$ cat src/rtl/blt_pkg.sv
`timescale 1ns / 1ps
package blt_pkg;

  localparam int SCREEN_WIDTH  = 160;
  localparam int SCREEN_HEIGHT = 128;
  localparam int DEPTH = SCREEN_WIDTH * SCREEN_HEIGHT;
  localparam int AW = $clog2(DEPTH);
  // Wide enough to hold the screen size itself (exclusive fill bounds).
  localparam int XW = $clog2(SCREEN_WIDTH + 1);
  localparam int YW = $clog2(SCREEN_HEIGHT + 1);

  localparam logic [2:0] MODE_FILL   = 3'd0;
  localparam logic [2:0] MODE_OPAQUE = 3'd1;
  localparam logic [2:0] MODE_MASK   = 3'd2;
  localparam logic [2:0] MODE_SOURCE = 3'd3;
  localparam logic [2:0] MODE_READ   = 3'd4;

  localparam logic [1:0] REG_CLIP_X = 2'd0;
  localparam logic [1:0] REG_CLIP_Y = 2'd1;
  localparam logic [1:0] REG_CLIP_W = 2'd2;
  localparam logic [1:0] REG_CLIP_H = 2'd3;

  typedef enum logic [2:0] {
    ST_CLEAR, ST_IDLE, ST_DEC, ST_FILL, ST_SRC, ST_RD, ST_RDO
  } state_t;

  typedef struct packed {
    logic accept;
    logic clr_write;
    logic fill_init;
    logic fill_step;
    logic start;
    logic src_init;
    logic src_step;
    logic rd;
    logic out_load;
  } cmd_t;

  typedef struct packed {
    logic       clr_last;
    logic [2:0] mode;
    logic       op_active;
    logic       fill_empty;
    logic       fill_last;
    logic       src_last;
    logic       out_busy;
  } sts_t;

endpackage

$ cat src/rtl/blt_ctrl.sv
`timescale 1ns / 1ps
module blt_ctrl import blt_pkg::*; (
  input  logic clk,
  input  logic rst,
  input  logic in_valid,
  output logic in_stall,
  input  sts_t sts,
  output cmd_t cmd
);

  state_t state, state_next;

  always_ff @(posedge clk) begin
    if (rst) begin
      state <= ST_CLEAR;
    end else begin
      state <= state_next;
    end
  end

  always_comb begin
    state_next = state;
    cmd = '0;
    in_stall = (state != ST_IDLE);
    unique case (state)
      ST_CLEAR: begin
        cmd.clr_write = 1'b1;
        if (sts.clr_last) state_next = ST_IDLE;
      end
      ST_IDLE: begin
        if (in_valid) begin
          cmd.accept = 1'b1;
          state_next = ST_DEC;
        end
      end
      ST_DEC: begin
        state_next = ST_IDLE;
        priority case (sts.mode)
          MODE_FILL: begin
            cmd.fill_init = 1'b1;
            state_next = ST_FILL;
          end
          MODE_OPAQUE, MODE_MASK: cmd.start = 1'b1;
          MODE_SOURCE: begin
            if (sts.op_active) begin
              cmd.src_init = 1'b1;
              state_next = ST_SRC;
            end
          end
          MODE_READ: state_next = ST_RD;
          default: state_next = ST_IDLE;
        endcase
      end
      ST_FILL: begin
        if (sts.fill_empty) begin
          state_next = ST_IDLE;
        end else begin
          cmd.fill_step = 1'b1;
          if (sts.fill_last) state_next = ST_IDLE;
        end
      end
      ST_SRC: begin
        cmd.src_step = 1'b1;
        if (sts.src_last) state_next = ST_IDLE;
      end
      ST_RD: begin
        cmd.rd = 1'b1;
        state_next = ST_RDO;
      end
      ST_RDO: begin
        if (!sts.out_busy) begin
          cmd.out_load = 1'b1;
          state_next = ST_IDLE;
        end
      end
      default: state_next = ST_IDLE;
    endcase
  end

endmodule

$ cat config.mk
export PLATFORM = sky130hd
export DESIGN_NAME = blt_ctrl
export DESIGN_NICKNAME = d
export VERILOG_FILES = /design/src/rtl/blt_pkg.sv /design/src/rtl/blt_ctrl.sv
export SDC_FILE = /design/constraint.sdc
export NUM_CORES = 1
export LEC_CHECK = 0
export ABC_AREA = 1
export CAP_MARGIN = 20
export CORE_AREA = 3 3 40 42
export DETAILED_ROUTE_END_ITERATION = 8
export DIE_AREA = 0 0 43 45
export DONT_BUFFER_PORTS = 1
export GPL_TIMING_DRIVEN = 0
export PLACE_DENSITY_LB_ADDON = 0.12
export SYNTH_ARGS = -nofsm -noshare
export SYNTH_HDL_FRONTEND = slang
export SYNTH_SLANG_ARGS = --single-unit
$ cat constraint.sdc
create_clock -name clk -period 3 [get_ports clk]
set_clock_uncertainty 0.05 [all_clocks]
set_input_delay 0.45 -clock clk [delete_from_list [all_inputs] [get_ports clk]]
set_output_delay 0.45 -clock clk [all_outputs]
set_load 0.02 [all_outputs]
## Yosys cells after proc, flatten, opt, wreduce, memory -nomap -nowiden

Cells that the tools add are included.

| word-level totals | value |
|---|---|
| register bits | 3 |
| bits in latches | 0 |
| bits in writable memories | 0 |
| ROM bits | 0 |
| bits of input ports | 12 |
| output and inout port bits | 10 |
| memories | 0 |

| operators by class | value |
|---|---|
| add/sub/neg operators | 0 |
| $mul | 0 |
| div/mod/pow operators | 0 |
| order comparisons | 0 |
| eq/ne operators | 16 |
| shifts and indexed selects | 0 |
| mux-type cells | 24 |
| bitwise logic cells | 0 |
| reduce and logical (&&, ||, !) cells | 4 |

Operators by type and width:

| kind | count |
|---|---|
| $mux 3 | 7 |
| $pmux 3 s7 | 1 |
| $mux 1 | 14 |
| $eq 3x2->1 const B | 4 |
| $eq 3x3->1 const B | 4 |
| $pmux 3 s3 | 1 |
| $ne 2x2->1 const B | 4 |
| $eq 3x1->1 const B | 2 |
| $logic_not 3->1 | 2 |
| $reduce_and 5->1 | 1 |
| $ne 3x1->1 const B | 1 |
| $ne 3x3->1 const B | 1 |
| $mux 2 | 1 |
| $reduce_or 2->1 | 1 |

## Longest topological paths before layout

| depth | value |
|---|---|
| word-level depth | 4 |
| depth in mapped cells | 9 |

## Worst setup path after synthesis

No wires, ideal clock.

| timing | value |
|---|---|
| path kind | input -> output |
| start point | input sts[5] in the netlist's numbering |
| end point | output cmd[4] in the netlist's numbering |
| arrival | 1.231 ns |
| setup slack | 1.269 ns |
| cell stages on the path | 3 |
| cell sequence | nand2_1 inv_1 nor4_1 |

RTL lines:

| item | RTL line | RTL |
|---|---|---|
| from (decl) | blt_ctrl.sv:7 | `input sts_t sts,` |
| to (decl) | blt_ctrl.sv:8 | `output cmd_t cmd` |

==> results.ini <==
[cells_and_area]
layout_commonest_cell = inv_1
reg.largest.list = state (3)
fin_area_um2 = 478
final_nets = 83
regMostFlops = state
largest_register_ff_count = 3
area_growth_pct = 10.4
final_cell_mix = 10 x inv_1, 8 x nand2_1, 7 x nor2_1, 6 x nor2_2, 5 x nand3_1
finalNonFillerCells = 85
drive_gt1_share_pct = 38.6
antenna_cells = 0

[route]
avgViaCountPerCell = 4.69
drt_iter0_markers = 5
drc_errors = 0
ant_nets = 0
drt_wl_total_um = 897
num_vias = 399
wl_per_cell_um = 10.6
drtPass1Iterations = 2

[setup_path]
cp-start-kind = flip-flop
crit_chain = buf_6 > inv_4 > nand3_4 > nor4_1
max_stage_delay_ns = 0.67
r2r_cells = 8
r2r-start = state[2]
crit_arrival_ns = 1.52
reg2reg_slack_ns = 1.73
cp_slowest_cell = nor4_1
cp_max_fo = 8
reg2reg_to = state[1]
crit_family = simple AND/OR/NAND/NOR gates
crit_type = reg -> out
cp-startpoint = state[2]
cp-end-kind = output port
critical_path_buf_inv_count = 2
worstSetupEndpoint = cmd[4]
critPathRequiredTime_ns = 2.50
path_depth = 4

[global_route]
overflow = 0
antenna_found_initial = 0
first_global_vias = 377
grt_pass1_wl_um = 1510
grt_usage_pct = 10.1
grt_max_degree = 9

[floorplanning]
die_x_um = 43
die_area_mm2 = 0.00194
row_count = 13
ios = 22
die_h_um = 45
coreArea_mm2 = 0.00128
initial_core_util_pct = 33.7

[synth]
synth_area_um2 = 433
synth-seq-area-share_pct = 13.9
synth_warnings = 0
ys_ff_latch = 3
synth_cell_type_count = 20
synth_nets = 78
synthCells = 66
avgSynthCellArea_um2 = 6.56

[timing]
tightestPinTransition_ns = 0.880
drv_slew = 0
hold_viol = 0
min_period_ns = 2.02
rsz0062_at_grt = false
setup_viol_count_final = 0
hold_slack_ns = 0.367
maxSlewHeadroom_pct = 40.8
finalSetupTns_ns = 0
fin_crit_sh_pct = 67.2
fmax_mhz = 496
setup_slack_ns = 0.985

[cts]
ctsHtreeMaxLevel = 1
cts_repair_resize_count = 0
cts_buffers = 3
holdBufCountCts = 0
cts_root_buf = clkbuf_4
clockBufferDepth = 2
cts_setup_buffers = 0
cts_tree = done
insertion_delay_ns = 0.23
clk_pin_slew_ns = 0.04
cts_sinks = 3

[pwr]
leakagePower_nw = 0.265
power.density_mw_per_mm2 = 822
vdd_drop_max_uv = 373

[placed_design]
placed_area_um2 = 452
dp_slack_ns = 1.22
hpwl_um = 721
dpl.cell_count = 81
portBuffers = 0
gp_congestion = 0.676

[run]
cap_violations = 0

[outcome]
status = finished clean

[min_path]
hp-start = rst
worstHoldPathType = in -> reg

stage by stage:
step	utilization (%)	total power, mW
floorplan	-	0.297
global placement	35.2	0.323
detailed placement	35.2	0.325
CTS	37.2	0.402
global route	37.2	0.431
finish	37.2	0.393
cells in the mapped netlist, drive strengths merged:
cell     n  area share [%]
buf      3             7.8
o21bai   1             1.7
nor4     2             2.9
nor2    15              20
nor3     4             4.6
nand2   12              15
nand3    8              14
dfxtp    3              14
o21ai    1             1.2
nand4    2             4.3
inv     15              14
worst min-delay path by stage:
stage	slack, ns	end	cells after the start
after floorplan	0.56	state[0]	3
after global placement	0.60	state[1]	3
after detailed placement	0.60	state[0]	3
after CTS	0.35	state[0]	3
after global routing	0.38	state[0]	3
final	0.37	state[1]	3
metal layers:
metal / wire length (um) / track usage (%)
met5: 0 / 0
met4: 0 / 1.81
met3: 76 / 4.38
met2: 402 / 17.7
met1: 418 / 11.8
cell families (layout without fill, tap and decap cells):
family	Yosys count	count (layout)	synth area share, %
simple gates	43	43	61.3
buf+inv	18	22	22.0
flops	3	3	13.9
compound gates	2	2	2.89
tightest hold or removal path, stage by stage:
cell	delay (ns)
inv_1	0.04
nand2_1	0.08
nor2_2	0.03
cell type report:
cell class | count | area, um2
plain buffers | 3 | 33.8
fillers | 147 | 807
clock buffers | 4 | 26.3
multi-input cells | 45 | 278
flip-flops and latches | 3 | 60.1
inverters | 15 | 61.3
well taps | 15 | 18.8
power by group:
part           internal [mW]  leakage (nW)  switching (mW)
sequential            0.0524        0.0247         0.00486
clock                 0.0499        0.0150          0.0211
combinational         0.0920         0.225           0.173
Power figures use the tool's default switching activity.
